===== src/sv/tct_pkg.sv =====
// ----------------------------------------------------------------------------
// tct_pkg
// Shared widths, codes and types for the tcp connection tracker.
// ----------------------------------------------------------------------------
package tct_pkg;

  localparam int unsigned KindW   = 2;
  localparam int unsigned FlagW   = 8;
  localparam int unsigned SeqW    = 32;
  localparam int unsigned LenW    = 16;
  localparam int unsigned OptW    = 6;
  localparam int unsigned StateW  = 4;
  localparam int unsigned WinW    = 16;
  localparam int unsigned HdrW    = 4;
  localparam int unsigned IncrW   = LenW + 1;
  localparam int unsigned HdrSumW = OptW + 1;

  localparam int unsigned CfgIdxW = 1;
  localparam int unsigned CfgW    = 16;

  localparam int unsigned QDepth  = 2;
  localparam int unsigned QIdxW   = (QDepth > 1) ? $clog2(QDepth) : 1;
  localparam int unsigned QCntW   = $clog2(QDepth + 1);

  localparam logic [FlagW-1:0] FlFin = 8'h01;
  localparam logic [FlagW-1:0] FlSyn = 8'h02;
  localparam logic [FlagW-1:0] FlPsh = 8'h08;
  localparam logic [FlagW-1:0] FlAck = 8'h10;

  localparam logic [WinW-1:0]    AckWinRst    = 16'd457;
  localparam logic [WinW-1:0]    PlainWinRst  = 16'd14600;
  localparam logic [HdrSumW-1:0] HdrBaseBytes = 7'd20;
  localparam logic [OptW-1:0]    OptMax       = 6'd40;
  localparam logic [HdrW-1:0]    HdrWordsMin  = 4'd5;
  localparam logic [StateW-1:0]  StateMax     = 4'd8;

  typedef enum logic [KindW-1:0] {
    KindRx   = 2'd0,
    KindTx   = 2'd1,
    KindHost = 2'd2,
    KindNone = 2'd3
  } kind_e;

  typedef enum logic [CfgIdxW-1:0] {
    CfgAckWin   = 1'b0,
    CfgPlainWin = 1'b1
  } cfg_idx_e;

  typedef enum logic [3:0] {
    OpSyn     = 4'd0,
    OpFinData = 4'd1,
    OpFinCtl  = 4'd2,
    OpAckCtl  = 4'd3,
    OpAckData = 4'd4,
    OpDrop    = 4'd5,
    OpTx      = 4'd6,
    OpHost    = 4'd7,
    OpIdle    = 4'd8
  } op_e;

  typedef struct packed {
    op_e               op;
    logic              fin_ack;
    logic [FlagW-1:0]  flags;
    logic [SeqW-1:0]   seq;
    logic [SeqW-1:0]   ack;
    logic [IncrW-1:0]  incr;
    logic [HdrW-1:0]   hdr_words;
    logic              ns_valid;
    logic [StateW-1:0] new_state;
  } entry_t;

  typedef struct packed {
    logic   valid;
    entry_t entry;
  } q_port_t;

  typedef struct packed {
    logic              emit_segment;
    logic [SeqW-1:0]   out_seq;
    logic [SeqW-1:0]   out_ack;
    logic [FlagW-1:0]  out_flags;
    logic [WinW-1:0]   out_window;
    logic [HdrW-1:0]   out_hdr_words;
    logic              deliver_payload;
    logic              drop_segment;
    logic [StateW-1:0] conn_state_out;
    logic              state_error;
  } result_t;

endpackage


===== src/sv/tct_if.sv =====
// ----------------------------------------------------------------------------
// tct_if
// Valid/ready channels for segment events and tracker results.
// ----------------------------------------------------------------------------
interface tct_in_if;
  import tct_pkg::*;

  logic              valid;
  logic              ready;
  logic [KindW-1:0]  kind;
  logic [FlagW-1:0]  seg_flags;
  logic [SeqW-1:0]   seq_value;
  logic [SeqW-1:0]   ack_value;
  logic [LenW-1:0]   payload_len;
  logic [OptW-1:0]   option_len;
  logic [StateW-1:0] new_state;

  modport src (
    output valid, kind, seg_flags, seq_value, ack_value, payload_len, option_len,
           new_state,
    input  ready
  );
  modport snk (
    input  valid, kind, seg_flags, seq_value, ack_value, payload_len, option_len,
           new_state,
    output ready
  );
endinterface

interface tct_out_if;
  import tct_pkg::*;

  logic              valid;
  logic              ready;
  logic              emit_segment;
  logic [SeqW-1:0]   out_seq;
  logic [SeqW-1:0]   out_ack;
  logic [FlagW-1:0]  out_flags;
  logic [WinW-1:0]   out_window;
  logic [HdrW-1:0]   out_hdr_words;
  logic              deliver_payload;
  logic              drop_segment;
  logic [StateW-1:0] conn_state_out;
  logic              state_error;

  modport src (
    output valid, emit_segment, out_seq, out_ack, out_flags, out_window, out_hdr_words,
           deliver_payload, drop_segment, conn_state_out, state_error,
    input  ready
  );
  modport snk (
    input  valid, emit_segment, out_seq, out_ack, out_flags, out_window, out_hdr_words,
           deliver_payload, drop_segment, conn_state_out, state_error,
    output ready
  );
endinterface


===== src/sv/tct_front.sv =====
// ----------------------------------------------------------------------------
// tct_front
// Accepts events and classifies them into back-end operations.
// ----------------------------------------------------------------------------
module tct_front (
  tct_in_if.snk             item_i,
  input  logic              q_full_i,
  output tct_pkg::q_port_t  push_o
);
  import tct_pkg::*;

  logic [FlagW-1:0]   flags;
  logic [LenW-1:0]    plen;
  logic [OptW-1:0]    opt_clamp;
  logic [HdrSumW-1:0] hdr_sum;
  logic               is_syn;
  logic               is_fin;
  entry_t             e;

  assign flags     = item_i.seg_flags;
  assign plen      = item_i.payload_len;
  assign opt_clamp = (item_i.option_len > OptMax) ? OptMax : item_i.option_len;
  assign hdr_sum   = HdrBaseBytes + HdrSumW'(opt_clamp);
  assign is_syn    = (flags == FlSyn) || (flags == (FlSyn | FlAck));
  assign is_fin    = (flags == FlFin) || (flags == (FlFin | FlAck)) ||
                     (flags == (FlFin | FlAck | FlPsh));

  always_comb begin
    e           = '0;
    e.op        = OpIdle;
    e.flags     = flags;
    e.fin_ack   = |(flags & FlAck);
    e.seq       = item_i.seq_value;
    e.ack       = item_i.ack_value;
    e.new_state = item_i.new_state;
    e.hdr_words = hdr_sum[HdrW+1:2];
    case (kind_e'(item_i.kind))
      KindRx: begin
        if (is_syn) begin
          e.op   = OpSyn;
          e.incr = IncrW'(1);
        end else if (is_fin) begin
          if (plen != '0) begin
            e.op   = OpFinData;
            e.incr = IncrW'(plen);
          end else begin
            e.op   = OpFinCtl;
            e.incr = IncrW'(1);
          end
        end else if (flags == FlAck && plen == '0) begin
          e.op = OpAckCtl;
        end else if (flags == FlAck || flags == (FlAck | FlPsh)) begin
          e.op   = OpAckData;
          e.incr = IncrW'(plen);
        end else begin
          e.op = OpDrop;
        end
      end
      KindTx: begin
        // syn/fin take one sequence number, psh advances by the payload
        e.op   = OpTx;
        e.incr = IncrW'(|(flags & (FlSyn | FlFin))) +
                 ((|(flags & FlPsh)) ? IncrW'(plen) : IncrW'(0));
      end
      KindHost: begin
        e.op       = OpHost;
        e.ns_valid = (item_i.new_state <= StateMax);
      end
      default: begin
        e.op = OpIdle;
      end
    endcase
  end

  assign item_i.ready = !q_full_i;
  assign push_o.valid = item_i.valid && !q_full_i;
  assign push_o.entry = e;

endmodule


===== src/sv/tct_queue.sv =====
// ----------------------------------------------------------------------------
// tct_queue
// Short fifo between the classifier and the state update stage.
// ----------------------------------------------------------------------------
module tct_queue (
  input  logic              clk_i,
  input  logic              rst_ni,
  input  tct_pkg::q_port_t  push_i,
  output logic              full_o,
  input  logic              pop_i,
  output tct_pkg::q_port_t  head_o
);
  import tct_pkg::*;

  entry_t            mem_q [QDepth];
  logic [QIdxW-1:0]  wr_ptr_q, wr_ptr_d;
  logic [QIdxW-1:0]  rd_ptr_q, rd_ptr_d;
  logic [QCntW-1:0]  cnt_q, cnt_d;
  logic              push;
  logic              pop;

  assign full_o = (cnt_q == QCntW'(QDepth));
  assign push   = push_i.valid && !full_o;
  assign pop    = pop_i && (cnt_q != '0);

  assign head_o.valid = (cnt_q != '0);
  assign head_o.entry = mem_q[rd_ptr_q];

  always_comb begin
    wr_ptr_d = wr_ptr_q;
    rd_ptr_d = rd_ptr_q;
    cnt_d    = cnt_q;
    if (push) begin
      wr_ptr_d = (wr_ptr_q == QIdxW'(QDepth - 1)) ? '0 : wr_ptr_q + QIdxW'(1);
    end
    if (pop) begin
      rd_ptr_d = (rd_ptr_q == QIdxW'(QDepth - 1)) ? '0 : rd_ptr_q + QIdxW'(1);
    end
    if (push && !pop) begin
      cnt_d = cnt_q + QCntW'(1);
    end else if (pop && !push) begin
      cnt_d = cnt_q - QCntW'(1);
    end
  end

  always_ff @(posedge clk_i or negedge rst_ni) begin
    if (!rst_ni) begin
      wr_ptr_q <= '0;
      rd_ptr_q <= '0;
      cnt_q    <= '0;
    end else begin
      wr_ptr_q <= wr_ptr_d;
      rd_ptr_q <= rd_ptr_d;
      cnt_q    <= cnt_d;
    end
  end

  always_ff @(posedge clk_i) begin
    if (push) begin
      mem_q[wr_ptr_q] <= push_i.entry;
    end
  end

  a_cnt_bound: assert property (@(posedge clk_i) disable iff (!rst_ni)
    cnt_q <= QCntW'(QDepth))
    else $error("queue count beyond depth");

  a_no_push_full: assert property (@(posedge clk_i) disable iff (!rst_ni)
    !(push_i.valid && full_o))
    else $error("push offered while queue full");

endmodule


===== src/sv/tct_back.sv =====
// ----------------------------------------------------------------------------
// tct_back
// Connection state update, header build and result register.
// ----------------------------------------------------------------------------
module tct_back (
  input  logic                        clk_i,
  input  logic                        rst_ni,
  input  logic                        cfg_we_i,
  input  logic [tct_pkg::CfgIdxW-1:0] cfg_idx_i,
  input  logic [tct_pkg::CfgW-1:0]    cfg_wdata_i,
  input  tct_pkg::q_port_t            head_i,
  output logic                        pop_o,
  tct_out_if.src                      result_o
);
  import tct_pkg::*;

  typedef enum logic [StateW-1:0] {
    StClosed      = 4'd0,
    StSynSent     = 4'd1,
    StEstablished = 4'd2,
    StFinWait1    = 4'd3,
    StFinWait2    = 4'd4,
    StClosing     = 4'd5,
    StTimeWait    = 4'd6,
    StCloseWait   = 4'd7,
    StLastAck     = 4'd8
  } conn_state_e;

  conn_state_e       cs_q, cs_d;
  logic [SeqW-1:0]   ls_q, ls_d;
  logic [SeqW-1:0]   ra_q, ra_d;
  logic [WinW-1:0]   ack_win_q, plain_win_q;
  result_t           res_q, res_d;
  logic              res_valid_q;
  entry_t            e;
  logic [SeqW-1:0]   rx_sum;
  logic [SeqW-1:0]   tx_sum;
  logic [FlagW-1:0]  hdr_flags;

  assign e      = head_i.entry;
  assign pop_o  = head_i.valid && (!res_valid_q || result_o.ready);
  assign rx_sum = e.seq + SeqW'(e.incr);
  assign tx_sum = ls_q + SeqW'(e.incr);

  always_comb begin
    cs_d      = cs_q;
    ls_d      = ls_q;
    ra_d      = ra_q;
    hdr_flags = FlAck;
    res_d     = '0;
    res_d.out_hdr_words = HdrWordsMin;
    case (e.op)
      OpSyn: begin
        ra_d               = rx_sum;
        res_d.emit_segment = 1'b1;
        res_d.drop_segment = 1'b1;
        if (cs_q == StSynSent) begin
          cs_d = StEstablished;
        end else begin
          res_d.state_error = 1'b1;
        end
      end
      OpFinData, OpAckData: begin
        ra_d                  = rx_sum;
        res_d.emit_segment    = 1'b1;
        res_d.deliver_payload = 1'b1;
      end
      OpFinCtl: begin
        ra_d               = rx_sum;
        res_d.emit_segment = 1'b1;
        res_d.drop_segment = 1'b1;
        case (cs_q)
          StFinWait1:    cs_d = e.fin_ack ? StTimeWait : StClosing;
          StFinWait2:    cs_d = StTimeWait;
          StEstablished: cs_d = StCloseWait;
          default:       res_d.state_error = 1'b1;
        endcase
      end
      OpAckCtl: begin
        res_d.drop_segment = 1'b1;
        case (cs_q)
          StFinWait1: cs_d = StFinWait2;
          StClosing:  cs_d = StTimeWait;
          StLastAck:  cs_d = StClosed;
          default:    cs_d = cs_q;
        endcase
      end
      OpDrop: begin
        res_d.drop_segment = 1'b1;
      end
      OpTx: begin
        hdr_flags           = e.flags;
        ls_d                = tx_sum;
        res_d.emit_segment  = 1'b1;
        res_d.out_hdr_words = e.hdr_words;
      end
      OpHost: begin
        ls_d = e.seq;
        ra_d = e.ack;
        if (e.ns_valid) begin
          cs_d = conn_state_e'(e.new_state);
        end
      end
      default: begin
        cs_d = cs_q;
      end
    endcase
    // header carries the local number before any advance and the updated ack
    if (res_d.emit_segment) begin
      res_d.out_seq    = ls_q;
      res_d.out_ack    = ra_d;
      res_d.out_flags  = hdr_flags;
      res_d.out_window = (|(hdr_flags & FlAck)) ? ack_win_q : plain_win_q;
      if (e.op != OpTx) begin
        res_d.out_hdr_words = HdrWordsMin;
      end
    end
    res_d.conn_state_out = cs_d;
  end

  always_ff @(posedge clk_i or negedge rst_ni) begin
    if (!rst_ni) begin
      cs_q        <= StClosed;
      ls_q        <= '0;
      ra_q        <= '0;
      ack_win_q   <= AckWinRst;
      plain_win_q <= PlainWinRst;
      res_valid_q <= 1'b0;
      res_q       <= '0;
    end else begin
      if (cfg_we_i) begin
        case (cfg_idx_e'(cfg_idx_i))
          CfgAckWin:   ack_win_q   <= cfg_wdata_i;
          CfgPlainWin: plain_win_q <= cfg_wdata_i;
          default:     ack_win_q   <= ack_win_q;
        endcase
      end
      if (pop_o) begin
        cs_q        <= cs_d;
        ls_q        <= ls_d;
        ra_q        <= ra_d;
        res_q       <= res_d;
        res_valid_q <= 1'b1;
      end else if (result_o.ready) begin
        res_valid_q <= 1'b0;
      end
    end
  end

  assign result_o.valid           = res_valid_q;
  assign result_o.emit_segment    = res_q.emit_segment;
  assign result_o.out_seq         = res_q.out_seq;
  assign result_o.out_ack         = res_q.out_ack;
  assign result_o.out_flags       = res_q.out_flags;
  assign result_o.out_window      = res_q.out_window;
  assign result_o.out_hdr_words   = res_q.out_hdr_words;
  assign result_o.deliver_payload = res_q.deliver_payload;
  assign result_o.drop_segment    = res_q.drop_segment;
  assign result_o.conn_state_out  = res_q.conn_state_out;
  assign result_o.state_error     = res_q.state_error;

  a_deliver_xor_drop: assert property (@(posedge clk_i) disable iff (!rst_ni)
    res_valid_q |-> !(res_q.deliver_payload && res_q.drop_segment))
    else $error("segment both delivered and dropped");

  a_idle_header: assert property (@(posedge clk_i) disable iff (!rst_ni)
    (res_valid_q && !res_q.emit_segment) |->
      (res_q.out_hdr_words == HdrWordsMin && res_q.out_flags == '0))
    else $error("idle result carries header fields");

  a_error_drops: assert property (@(posedge clk_i) disable iff (!rst_ni)
    (res_valid_q && res_q.state_error) |-> res_q.drop_segment)
    else $error("state error on a segment that was not dropped");

  a_stall_no_pop: assert property (@(posedge clk_i) disable iff (!rst_ni)
    (res_valid_q && !result_o.ready) |-> !pop_o)
    else $error("state advanced while result stalled");

endmodule


===== src/sv/tcp_connection_tracker_unit.sv =====
// An input transfer is registered in the queue, then in the result register, before its result can transfer.
// Throughput: one item per cycle while results are taken; the state update in the back stage sets it.
// A 2-entry queue takes up to two more items while a result is stalled, then input stalls.
// Reset (rst_ni low, asynchronous): state CLOSED, local and ack numbers zero,
// windows 457 and 14600, queue and result register empty. Usable the cycle after release.
// ----------------------------------------------------------------------------
// tcp_connection_tracker_unit
// Tracks one tcp connection: classifier, queue and state update stage.
// ----------------------------------------------------------------------------
module tcp_connection_tracker_unit (
  input  logic                        clk_i,
  input  logic                        rst_ni,
  input  logic                        cfg_we_i,
  input  logic [tct_pkg::CfgIdxW-1:0] cfg_idx_i,
  input  logic [tct_pkg::CfgW-1:0]    cfg_wdata_i,
  tct_in_if.snk                       item_i,
  tct_out_if.src                      result_o
);
  import tct_pkg::*;

  q_port_t push;
  q_port_t head;
  logic    q_full;
  logic    pop;

  tct_front u_front (
    .item_i   (item_i),
    .q_full_i (q_full),
    .push_o   (push)
  );

  tct_queue u_queue (
    .clk_i  (clk_i),
    .rst_ni (rst_ni),
    .push_i (push),
    .full_o (q_full),
    .pop_i  (pop),
    .head_o (head)
  );

  tct_back u_back (
    .clk_i       (clk_i),
    .rst_ni      (rst_ni),
    .cfg_we_i    (cfg_we_i),
    .cfg_idx_i   (cfg_idx_i),
    .cfg_wdata_i (cfg_wdata_i),
    .head_i      (head),
    .pop_o       (pop),
    .result_o    (result_o)
  );

endmodule


===== src/flat_wrapper.sv =====
// flat-port wrapper written by rule: the top's interface ports become plain ports
module tcp_connection_tracker_unit_flat import tct_pkg::*;
  (clk_i, rst_ni, cfg_we_i, cfg_idx_i, cfg_wdata_i, item_i_valid, item_i_kind, item_i_seg_flags, item_i_seq_value, item_i_ack_value, item_i_payload_len, item_i_option_len, item_i_new_state, item_i_ready, result_o_valid, result_o_emit_segment, result_o_out_seq, result_o_out_ack, result_o_out_flags, result_o_out_window, result_o_out_hdr_words, result_o_deliver_payload, result_o_drop_segment, result_o_conn_state_out, result_o_state_error, result_o_ready);
  tct_in_if item_i_i ();
  tct_out_if result_o_i ();
  input  logic clk_i;
  input  logic rst_ni;
  input  logic cfg_we_i;
  input  logic [tct_pkg::CfgIdxW-1:0] cfg_idx_i;
  input  logic [tct_pkg::CfgW-1:0] cfg_wdata_i;
  input wire logic [$bits(item_i_i.valid)-1:0] item_i_valid;
  input wire logic [$bits(item_i_i.kind)-1:0] item_i_kind;
  input wire logic [$bits(item_i_i.seg_flags)-1:0] item_i_seg_flags;
  input wire logic [$bits(item_i_i.seq_value)-1:0] item_i_seq_value;
  input wire logic [$bits(item_i_i.ack_value)-1:0] item_i_ack_value;
  input wire logic [$bits(item_i_i.payload_len)-1:0] item_i_payload_len;
  input wire logic [$bits(item_i_i.option_len)-1:0] item_i_option_len;
  input wire logic [$bits(item_i_i.new_state)-1:0] item_i_new_state;
  output wire logic [$bits(item_i_i.ready)-1:0] item_i_ready;
  output wire logic [$bits(result_o_i.valid)-1:0] result_o_valid;
  output wire logic [$bits(result_o_i.emit_segment)-1:0] result_o_emit_segment;
  output wire logic [$bits(result_o_i.out_seq)-1:0] result_o_out_seq;
  output wire logic [$bits(result_o_i.out_ack)-1:0] result_o_out_ack;
  output wire logic [$bits(result_o_i.out_flags)-1:0] result_o_out_flags;
  output wire logic [$bits(result_o_i.out_window)-1:0] result_o_out_window;
  output wire logic [$bits(result_o_i.out_hdr_words)-1:0] result_o_out_hdr_words;
  output wire logic [$bits(result_o_i.deliver_payload)-1:0] result_o_deliver_payload;
  output wire logic [$bits(result_o_i.drop_segment)-1:0] result_o_drop_segment;
  output wire logic [$bits(result_o_i.conn_state_out)-1:0] result_o_conn_state_out;
  output wire logic [$bits(result_o_i.state_error)-1:0] result_o_state_error;
  input wire logic [$bits(result_o_i.ready)-1:0] result_o_ready;
  assign item_i_i.valid = item_i_valid;
  assign item_i_i.kind = item_i_kind;
  assign item_i_i.seg_flags = item_i_seg_flags;
  assign item_i_i.seq_value = item_i_seq_value;
  assign item_i_i.ack_value = item_i_ack_value;
  assign item_i_i.payload_len = item_i_payload_len;
  assign item_i_i.option_len = item_i_option_len;
  assign item_i_i.new_state = item_i_new_state;
  assign item_i_ready = item_i_i.ready;
  assign result_o_valid = result_o_i.valid;
  assign result_o_emit_segment = result_o_i.emit_segment;
  assign result_o_out_seq = result_o_i.out_seq;
  assign result_o_out_ack = result_o_i.out_ack;
  assign result_o_out_flags = result_o_i.out_flags;
  assign result_o_out_window = result_o_i.out_window;
  assign result_o_out_hdr_words = result_o_i.out_hdr_words;
  assign result_o_deliver_payload = result_o_i.deliver_payload;
  assign result_o_drop_segment = result_o_i.drop_segment;
  assign result_o_conn_state_out = result_o_i.conn_state_out;
  assign result_o_state_error = result_o_i.state_error;
  assign result_o_i.ready = result_o_ready;
  tcp_connection_tracker_unit u_core (.clk_i(clk_i), .rst_ni(rst_ni), .cfg_we_i(cfg_we_i), .cfg_idx_i(cfg_idx_i), .cfg_wdata_i(cfg_wdata_i), .item_i(item_i_i), .result_o(result_o_i));
endmodule

===== config.mk =====
export PLATFORM = sky130hd
export DESIGN_NAME = tcp_connection_tracker_unit_flat
export DESIGN_NICKNAME = d
export VERILOG_FILES = /design/src/sv/tct_pkg.sv /design/src/sv/tct_if.sv /design/src/sv/tct_front.sv /design/src/sv/tct_queue.sv /design/src/sv/tct_back.sv /design/src/sv/tcp_connection_tracker_unit.sv /design/src/flat_wrapper.sv
export SDC_FILE = /design/constraint.sdc
export NUM_CORES = 1
export LEC_CHECK = 0
export BUFFER_PORTS_ARGS = -buffer_cell sky130_fd_sc_hd__buf_2
export CAP_MARGIN = 20
export CELL_PAD_IN_SITES_DETAIL_PLACEMENT = 0
export CELL_PAD_IN_SITES_GLOBAL_PLACEMENT = 1
export CORE_MARGIN = 4
export CORE_UTILIZATION = 48
export CTS_CLUSTER_SIZE = 24
export DETAILED_ROUTE_END_ITERATION = 8
export PLACE_DENSITY = 0.83
export SLEW_MARGIN = 5
export SYNTH_ARGS = -nofsm -noshare
export SYNTH_HDL_FRONTEND = slang
export SYNTH_HIERARCHICAL = 1
export SYNTH_SLANG_ARGS = --single-unit

===== constraint.sdc =====
create_clock -name clk_i -period 7.73 [get_ports clk_i]
set_clock_uncertainty 0.1 [all_clocks]
set_input_delay 0 -clock clk_i [delete_from_list [all_inputs] [get_ports clk_i]]
set_output_delay 0 -clock clk_i [all_outputs]
set_load 0.02 [all_outputs]

==> key figures, run 1 <==
Timing
  • Setup violation total in the final timing report: 0
  • Worst hold margin: 0.0493 ns
  • Post-route fraction of the period consumed by the critical path: 60.1%
  • Unrepaired setup endpoints after global routing: no
  • Setup WS post-layout: 3.08 ns
  • Number of hold-slack violations in the final timing report: 0
  • Max-slew headroom: 34.4%
  • Pins Over Slew Limit: 0
  • Final-layout setup total negative slack: 0 ns
  • Peak clock frequency supported by timing: 215 MHz
  • Worst-margin pin slew: 0.984 ns
  • Clock period minus worst slack: 4.65 ns

Floorplan
  • Number of I/O pins: 224
  • Site row count: 74
  • Starting density of the core: 49.0%
  • Core region area: 0.0411 mm²
  • Die X: 213 µm
  • Floorplan die area: 0.0453 mm²
  • Height of the die: 213 µm

Global routing
  • Initial antenna violation count: 0
  • Wire length of the first global-routing pass: 80,700 µm
  • Aggregate global-route resource usage: 22.7%
  • Pin count of the biggest net entering global routing: 81
  • Remaining Overflow, GRT: 0
  • Via count of the first global-routing pass: 14,500

Synth
  • Largest area contributor in the netlist: edfxtp_1
  • Area share of the largest cell type after synthesis: 30.7%
  • Number of warning messages in the yosys log: 6
  • Seq/Total Area, Yosys: 55.8%
  • Cell with the most instances after synthesis: edfxtp_1
  • Synthesis-stage register bit count: 407
  • Number of distinct library cells after synthesis: 90
  • Leading cell types by count after synthesis: 206 x edfxtp_1, 191 x dfrtp_1, 151 x nand2_1
  • Average size of a mapped cell: 12.2 µm²
  • Number of nets in the synthesized netlist: 1,822
  • Count of mapped cells out of synthesis: 1,656
  • Count of flip-flops with a built-in enable after synthesis: 206
  • Dominant cells by area after synthesis: edfxtp_1 31%, dfrtp_1 24%, mux2_4 4.5%
  • Asr flop ratio synth: 49.4%
  • Main flop type after synthesis: edfxtp_1
  • Mapped Area: 0.0201 mm²

Layout
  • Area added between synthesis and finish: 17.9%
  • Layout Cells excl Fill: 2,475
  • Fill cell count: 3,345
  • Final Core Density: 57.8%
  • Final Cell Area: 0.0237 mm²
  • Fraction of layout cells with a size suffix above 1: 25.4%
  • Count of inserted antenna diode cells: 0
  • Final nets: 2,074

Clock tree
  • Clk_lat worst skew: 0.56 ns
  • TritonCTS clock tree: built
  • Root buf cell: clkbuf_16
  • Post-CTS clock slew at the launch and capture registers of the worst setup and hold paths: 0.06 ns
  • Cts bufs inserted: 44
  • # H-tree levels: 2
  • Clock buffer depth: 3
  • Clock sink count: 407

Route
  • Routed via count: 14,300
  • Vias per cell: 5.80
  • Total routed wirelength: 52,200 µm
  • Total DRC errors in the routed layout: 0
  • 1st-iter DRT viols: 1,303
  • Wire length per cell after detailed routing: 21.1 µm
  • DR pass1 iterations: 6
  • Number of antenna-violating nets in the routed design: 0

Placement
  • Count of buffers from port buffering: 221
  • HPWL after DPL: 34,500 µm
  • Standard cell area after detailed placement: 0.0210 mm²
  • DP Cell Count: 2,263
  • Placer Congestion: 0.922
  • Pre-CTS setup slack: 3.14 ns

Power
  • Largest vdd supply drop: 0.000180 V
  • Power density over the cells: 399 mW/mm²
  • Total power: 9.48 mW
  • Leakage power of the design: 10.1 nW

Outcome
  • Run status: finished, final reports clean

Setup path
  • Critical path required time: 8.06 ns
  • Register-to-Register Setup Slack: 3.08 ns
  • Kind of start point of the critical path: flop
  • Classification of the worst setup path: reg2reg
  • Worst Path Max Fanout: 36
  • CP Capture Type: flop
  • Critical path data arrival time: 4.98 ns

Worst hold path
  • Classification of the worst-slack hold path: in2reg

Run
  • Count of max-cap constraint violations: 0
[worst max-delay path, stage by stage, from the launching register on]
cell and delay, ns:
dfrtp_4 0.79, buf_4 0.57, mux2_2 0.44, ha_1 0.24, fa_1 0.41, a21o_1 0.20
a311o_1 0.42, a41oi_2 0.28, a21oi_2 0.10, a21oi_2 0.27, or4_1 0.16, a21oi_1 0.13
a211o_1 0.34
[flip-flops by register name (all words and copies together) (netlist names), 2 cells and up]
| signal | cells |
|---|---|
| u_core/u_queue/mem_q | 206 |
| u_core/u_back/ls_q | 32 |
| u_core/u_back/ra_q | 32 |
| u_core/u_back/result_o.out_ack | 32 |
| u_core/u_back/result_o.out_seq | 32 |
| u_core/u_back/ack_win_q | 16 |
| u_core/u_back/plain_win_q | 16 |
| u_core/u_back/result_o.out_window | 16 |
| u_core/u_back/result_o.out_flags | 8 |
| u_core/u_back/result_o.conn_state_out | 4 |
| u_core/u_back/result_o.out_hdr_words | 4 |
| u_core/u_queue/cnt_q | 2 |
[kinds of logic after synthesis]
family | synth area share [%]
AOI/OAI and AO/OA | 14.1
DFF | 55.8
and+or+nand+nor | 9.64
buffers and inverters | 5.72
muxes | 9.77
xor gates and xnor gates | 2.22
adders and majority gates | 2.81
[repair_timing]
| item | 4_1_cts | 5_1_grt |
|---|---|---|
| hold endpoints to repair | 306 | 0 |
| buffers inserted | 0 | 0 |
| hold buffers | 131 | 0 |
| gates resized for setup | 0 | 0 |
[area by class of cell]
class                      count  area [µm²]  share of cell area [%]
tap                          532         666                    2.80
timing repair buffer         371        2590                    10.9
clock buffer                  60        1190                    5.02
multi-input combinational   1061        7780                    32.7
clock inverter                21         209                   0.880
sequential                   407       11200                    47.3
inverter                      23        86.3                   0.364
[final timing paths]
check,startpoint,to,cells past startpoint
worst max-delay path,u_core/u_queue/rd_ptr_q,u_core/u_back/ra_q[28],12
max in group asynchronous,rst_ni,u_core/u_back/result_o.out_window[8],4
worst min register to register,u_core/u_back/result_o.out_window[15],u_core/u_back/result_o.out_window[15],2
worst min-delay path,cfg_we_i,u_core/u_back/ack_win_q[13],4
min in group asynchronous,rst_ni,u_core/u_back/result_o.out_hdr_words[1],4
worst max register to register,u_core/u_queue/rd_ptr_q,u_core/u_back/ra_q[28],12
[power breakdown]
part           internal, mW  switching [mW]
Combinational          1.59            2.51
Sequential             2.97           0.366
Clock                  1.22           0.838
[layout by cell type (no fill, tap or decap), drive strengths merged, types with 13 or more instances in the layout]
| cell type | netlist | layout |
|---|---|---|
| nor4 | 15 | 15 |
| o22ai | 16 | 16 |
| mux2 | 137 | 137 |
| and3 | 28 | 28 |
| and2 | 13 | 13 |
| dfrtp | 191 | 191 |
| nor2 | 84 | 84 |
| clkinv | 1 | 14 |
| o21ai | 93 | 93 |
| a22o | 59 | 59 |
| clkbuf | 58 | 61 |
| ha | 42 | 42 |
| inv | 22 | 25 |
| xnor2 | 28 | 28 |
| edfxtp | 206 | 206 |
| mux2i | 20 | 20 |
| a31oi | 20 | 20 |
| nand2 | 152 | 152 |
| nand4 | 14 | 14 |
| a21oi | 97 | 97 |
| dlygate4sd3 | 0 | 130 |
| buf | 107 | 240 |
| nor3 | 13 | 13 |
| nand3 | 32 | 32 |
| o211ai | 16 | 16 |
| a211o | 16 | 16 |
| xor2 | 23 | 23 |
[routing by layer]
layer,share of wire [%],track usage (%)
met5,0,0
met4,3.4,7.75
met3,5.9,3.38
met2,48,38.3
met1,42,30.2
(Power assumes the default switching activity.)
==> inputs of run 2 (changes only) <==
--- a/config.mk
+++ b/config.mk
@@ -5,15 +5,16 @@
 export SDC_FILE = /design/constraint.sdc
 export NUM_CORES = 1
 export LEC_CHECK = 0
+export ABC_AREA = 1
 export BUFFER_PORTS_ARGS = -buffer_cell sky130_fd_sc_hd__buf_2
 export CAP_MARGIN = 20
 export CELL_PAD_IN_SITES_DETAIL_PLACEMENT = 0
 export CELL_PAD_IN_SITES_GLOBAL_PLACEMENT = 1
 export CORE_MARGIN = 4
-export CORE_UTILIZATION = 48
+export CORE_UTILIZATION = 45
 export CTS_CLUSTER_SIZE = 24
 export DETAILED_ROUTE_END_ITERATION = 8
-export PLACE_DENSITY = 0.83
+export PLACE_DENSITY = 0.84
 export SLEW_MARGIN = 5
 export SYNTH_ARGS = -nofsm -noshare
 export SYNTH_HDL_FRONTEND = slang
==> constraint.sdc (replaced) <==
create_clock -name clk_i -period 4.3 [get_ports clk_i]
set_clock_uncertainty 0.1 [all_clocks]
set_input_delay 0 -clock clk_i [delete_from_list [all_inputs] [get_ports clk_i]]
set_output_delay 0 -clock clk_i [all_outputs]
set_load 0.02 [all_outputs]
==> key figures, run 2 <==
Power
  • Total power: 18.7 mW (+97%)
  • Largest vdd supply drop: 0.000596 V (+230%)
  • Power density over the cells: 740 mW/mm² (+85%)
  • Leakage power of the design: 12.2 nW (+22%)

Synth
  • Main flop type after synthesis: edfxtp_1
  • Number of nets in the synthesized netlist: 2,721 (+49%)
  • Average size of a mapped cell: 8.36 µm² (-31%)
  • Synthesis-stage register bit count: 407 (unchanged)
  • Leading cell types by count after synthesis: 1,067 x nand2_1, 206 x edfxtp_1, 206 x inv_1
  • Number of distinct library cells after synthesis: 56 (-38%)
  • Largest area contributor in the netlist: edfxtp_1
  • Mapped Area: 0.0214 mm² (+6.1%)
  • Area share of the largest cell type after synthesis: 29.0% (-1.8 points)
  • Cell with the most instances after synthesis: nand2_1
  • Dominant cells by area after synthesis: edfxtp_1 29%, dfrtp_1 22%, nand2_1 19%
  • Count of flip-flops with a built-in enable after synthesis: 206 (unchanged)
  • Number of warning messages in the yosys log: 6 (unchanged)
  • Seq/Total Area, Yosys: 52.6% (-3.2 points)
  • Asr flop ratio synth: 49.4% (unchanged)
  • Count of mapped cells out of synthesis: 2,555 (+54%)

Floorplan
  • Floorplan die area: 0.0510 mm² (+13%)
  • Die X: 226 µm (+6.1%)
  • Starting density of the core: 45.7% (-3.3 points)
  • Site row count: 79 (+6.8%)
  • Height of the die: 226 µm (+6.1%)
  • Core region area: 0.0468 mm² (+14%)
  • Number of I/O pins: 224 (unchanged)

Global routing
  • Aggregate global-route resource usage: 24.8% (+2.2 points)
  • Via count of the first global-routing pass: 17,500 (+21%)
  • Pin count of the biggest net entering global routing: 108 (+33%)
  • Remaining Overflow, GRT: 0 (unchanged)
  • Initial antenna violation count: 2 (+2)
  • Wire length of the first global-routing pass: 98,800 µm (+22%)

Clock tree
  • Clock sink count: 407 (unchanged)
  • Post-CTS clock slew at the launch and capture registers of the worst setup and hold paths: 0.06 ns (about the same)
  • TritonCTS clock tree: built
  • Clock buffer depth: 3 (unchanged)
  • Root buf cell: clkbuf_16
  • Cts bufs inserted: 45 (+2.3%)
  • # H-tree levels: 2 (unchanged)
  • Clk_lat worst skew: 0.58 ns (+0.02 ns)

Layout
  • Final Core Density: 53.9% (-3.9 points)
  • Most common cell after layout, fill and taps aside: nand2_1
  • Most flops, register: u_core/u_queue/mem_q
  • Flip-flop count of the largest register, all copies and words added: 206 (unchanged)
  • Commonest non-fill, non-tap cells in the layout: 1,067 x nand2_1, 222 x buf_2, 206 x edfxtp_1, 205 x inv_1, 190 x dfrtp_1
  • Area added between synthesis and finish: 18.0% (about the same)
  • Final nets: 2,981 (+44%)
  • Fraction of layout cells with a size suffix above 1: 13.6% (-12 points)
  • Layout Cells excl Fill: 3,460 (+40%)
  • Final Cell Area: 0.0252 mm² (+6.1%)

Placement
  • Placer Congestion: 0.957 (+3.8%)
  • Standard cell area after detailed placement: 0.0224 mm² (+6.8%)
  • DP Cell Count: 3,251 (+44%)
  • HPWL after DPL: 45,600 µm (+32%)
  • Count of buffers from port buffering: 223 (+0.90%)
  • Pre-CTS setup slack: 0.969 ns (-2.17 ns)

Setup path
  • Critical Path Source: u_core/u_queue/rd_ptr_q
  • Crit Reg-Reg Endpoint: u_core/u_back/result_o.out_ack[10]
  • Worst Setup EP: u_core/u_back/result_o.out_ack[10]
  • Kind of start point of the critical path: flop
  • Critical R2R Launch: u_core/u_queue/rd_ptr_q
  • CP Capture Type: flop
  • Critical path data arrival time: 3.68 ns (-1.30 ns)
  • Worst Path Max Fanout: 41 (+14%)
  • Classification of the worst setup path: reg2reg
  • Critical path required time: 4.65 ns (-3.41 ns)
  • Worst reg-to-reg path cell count: 14 (+2)
  • Register-to-Register Setup Slack: 0.97 ns (-2.11 ns)

Timing
  • Final-layout setup total negative slack: 0 ns (unchanged)
  • Pins Over Slew Limit: 0 (unchanged)
  • Max-slew headroom: 33.8% (-0.60 points)
  • Setup violation total in the final timing report: 0 (unchanged)
  • Unrepaired setup endpoints after global routing: no
  • Clock period minus worst slack: 3.33 ns (-1.32 ns)
  • Post-route fraction of the period consumed by the critical path: 77.5% (+17 points)
  • Worst-margin pin slew: 0.991 ns (+0.00662 ns)
  • Number of hold-slack violations in the final timing report: 3 (+3)
  • Peak clock frequency supported by timing: 300 MHz (+39%)
  • Worst hold margin: -0.00654 ns (-0.0558 ns)
  • Setup WS post-layout: 0.967 ns (-2.11 ns)

Route
  • Number of antenna-violating nets in the routed design: 0 (unchanged)
  • Total DRC errors in the routed layout: 0 (unchanged)
  • Wire length per cell after detailed routing: 18.3 µm (-13%)
  • Routed via count: 17,700 (+23%)
  • 1st-iter DRT viols: 1,370 (+5.1%)
  • Vias per cell: 5.11 (-12%)
  • Total routed wirelength: 63,400 µm (+21%)
  • DR pass1 iterations: 5 (-1)

Outcome
  • Run status: complete, but fails checks
  • Failing checks: hold timing

Worst hold path
  • Classification of the worst-slack hold path: in2async

Run
  • Count of max-cap constraint violations: 0 (unchanged)
[run 2: cell count changes after synthesis, moves of 34 or more]
| cell | previous run | this run |
|---|---|---|
| a22o_1 | 54 | 18 |
| mux2_2 | 77 | 0 |
| a21oi_1 | 93 | 59 |
| nor2_1 | 84 | 135 |
| mux2_4 | 60 | 0 |
| inv_1 | 22 | 206 |
| nand2_1 | 151 | 1067 |
| o21ai_1 | 3 | 61 |
| nand3_1 | 32 | 123 |
[run 2: power breakdown]
group          internal [mW]  leakage, nW  switching (mW)  total (mW)
clock network           2.32        0.732            1.60        3.91
registers               5.31         4.51           0.537        5.84
logic                   2.59         6.99            6.30        8.89
total                   10.2         12.2            8.44        18.7
[run 2: cell type report]
type	instances	area (µm²)
fillers	4367	21500
flip-flops and latches	407	11200
multi-input cells	1769	8270
repair buffers	372	2590
clock buffers	56	1250
inverters	220	828
well taps	607	759
clock inverters	28	272
diodes	1	2.50
[run 2: worst max-delay path: stages, from the launching register on]
cell,delay (ns)
dfrtp_4,0.47
inv_2,0.16
buf_4,0.42
nand2_1,0.10
nand2_1,0.14
ha_1,0.35
or2_2,0.31
nand3_1,0.08
nand2_1,0.12
nand2_1,0.09
nand2_1,0.12
o21ai_0,0.36
nand3_1,0.19
nand2_1,0.11
nand2_1,0.05
[run 2: cell families (layout without fill, tap and decap cells)]
kind of cell	count (synthesis)	count (layout)	synth area share (%)
compound gates	283	283	7.72
xor+xnor	18	18	0.738
fa+ha+maj	44	44	2.65
buf+inv	379	676	8.77
flops	407	407	52.6
mux	16	16	0.750
other cells	0	1	0
simple gates	1408	1408	26.8
[run 2: what timing repair did]
| action | 4_1_cts | 5_1_grt |
|---|---|---|
| hold buffers | 124 | 0 |
| setup buffers | 0 | 0 |
| hold endpoints to repair | 347 | 0 |
| gates resized for setup | 0 | 0 |
[run 2: how the worst min path moves through the flow]
| stage | from | to | slack (ns) | cells past startpoint |
|---|---|---|---|---|
| final | rst_ni | u_core/u_back/result_o.out_seq[12] | -0.007 | 2 |
| after global routing | item_i_ack_value[17] | u_core/u_queue/mem_q[1][43] | 0.03 | 2 |
| after CTS | item_i_seq_value[7] | u_core/u_queue/mem_q[1][65] | 0.01 | 2 |
| after detailed placement | rst_ni | u_core/u_back/ls_q[7] | 0.08 | 1 |
| after global placement | rst_ni | u_core/u_back/ls_q[8] | 0.07 | 1 |
| after floorplan | rst_ni | u_core/u_back/ack_win_q[10] | -0.40 | 0 |
[run 2: routing by layer]
metal | vias up | track usage (%) | share of wire [%]
met5 | - | 0 | 0.011
met4 | 2 | 8.63 | 3.6
met3 | 120 | 3.63 | 5.5
met2 | 506 | 41.2 | 47
met1 | 8355 | 33.5 | 44
li1 | 8702 | - | -
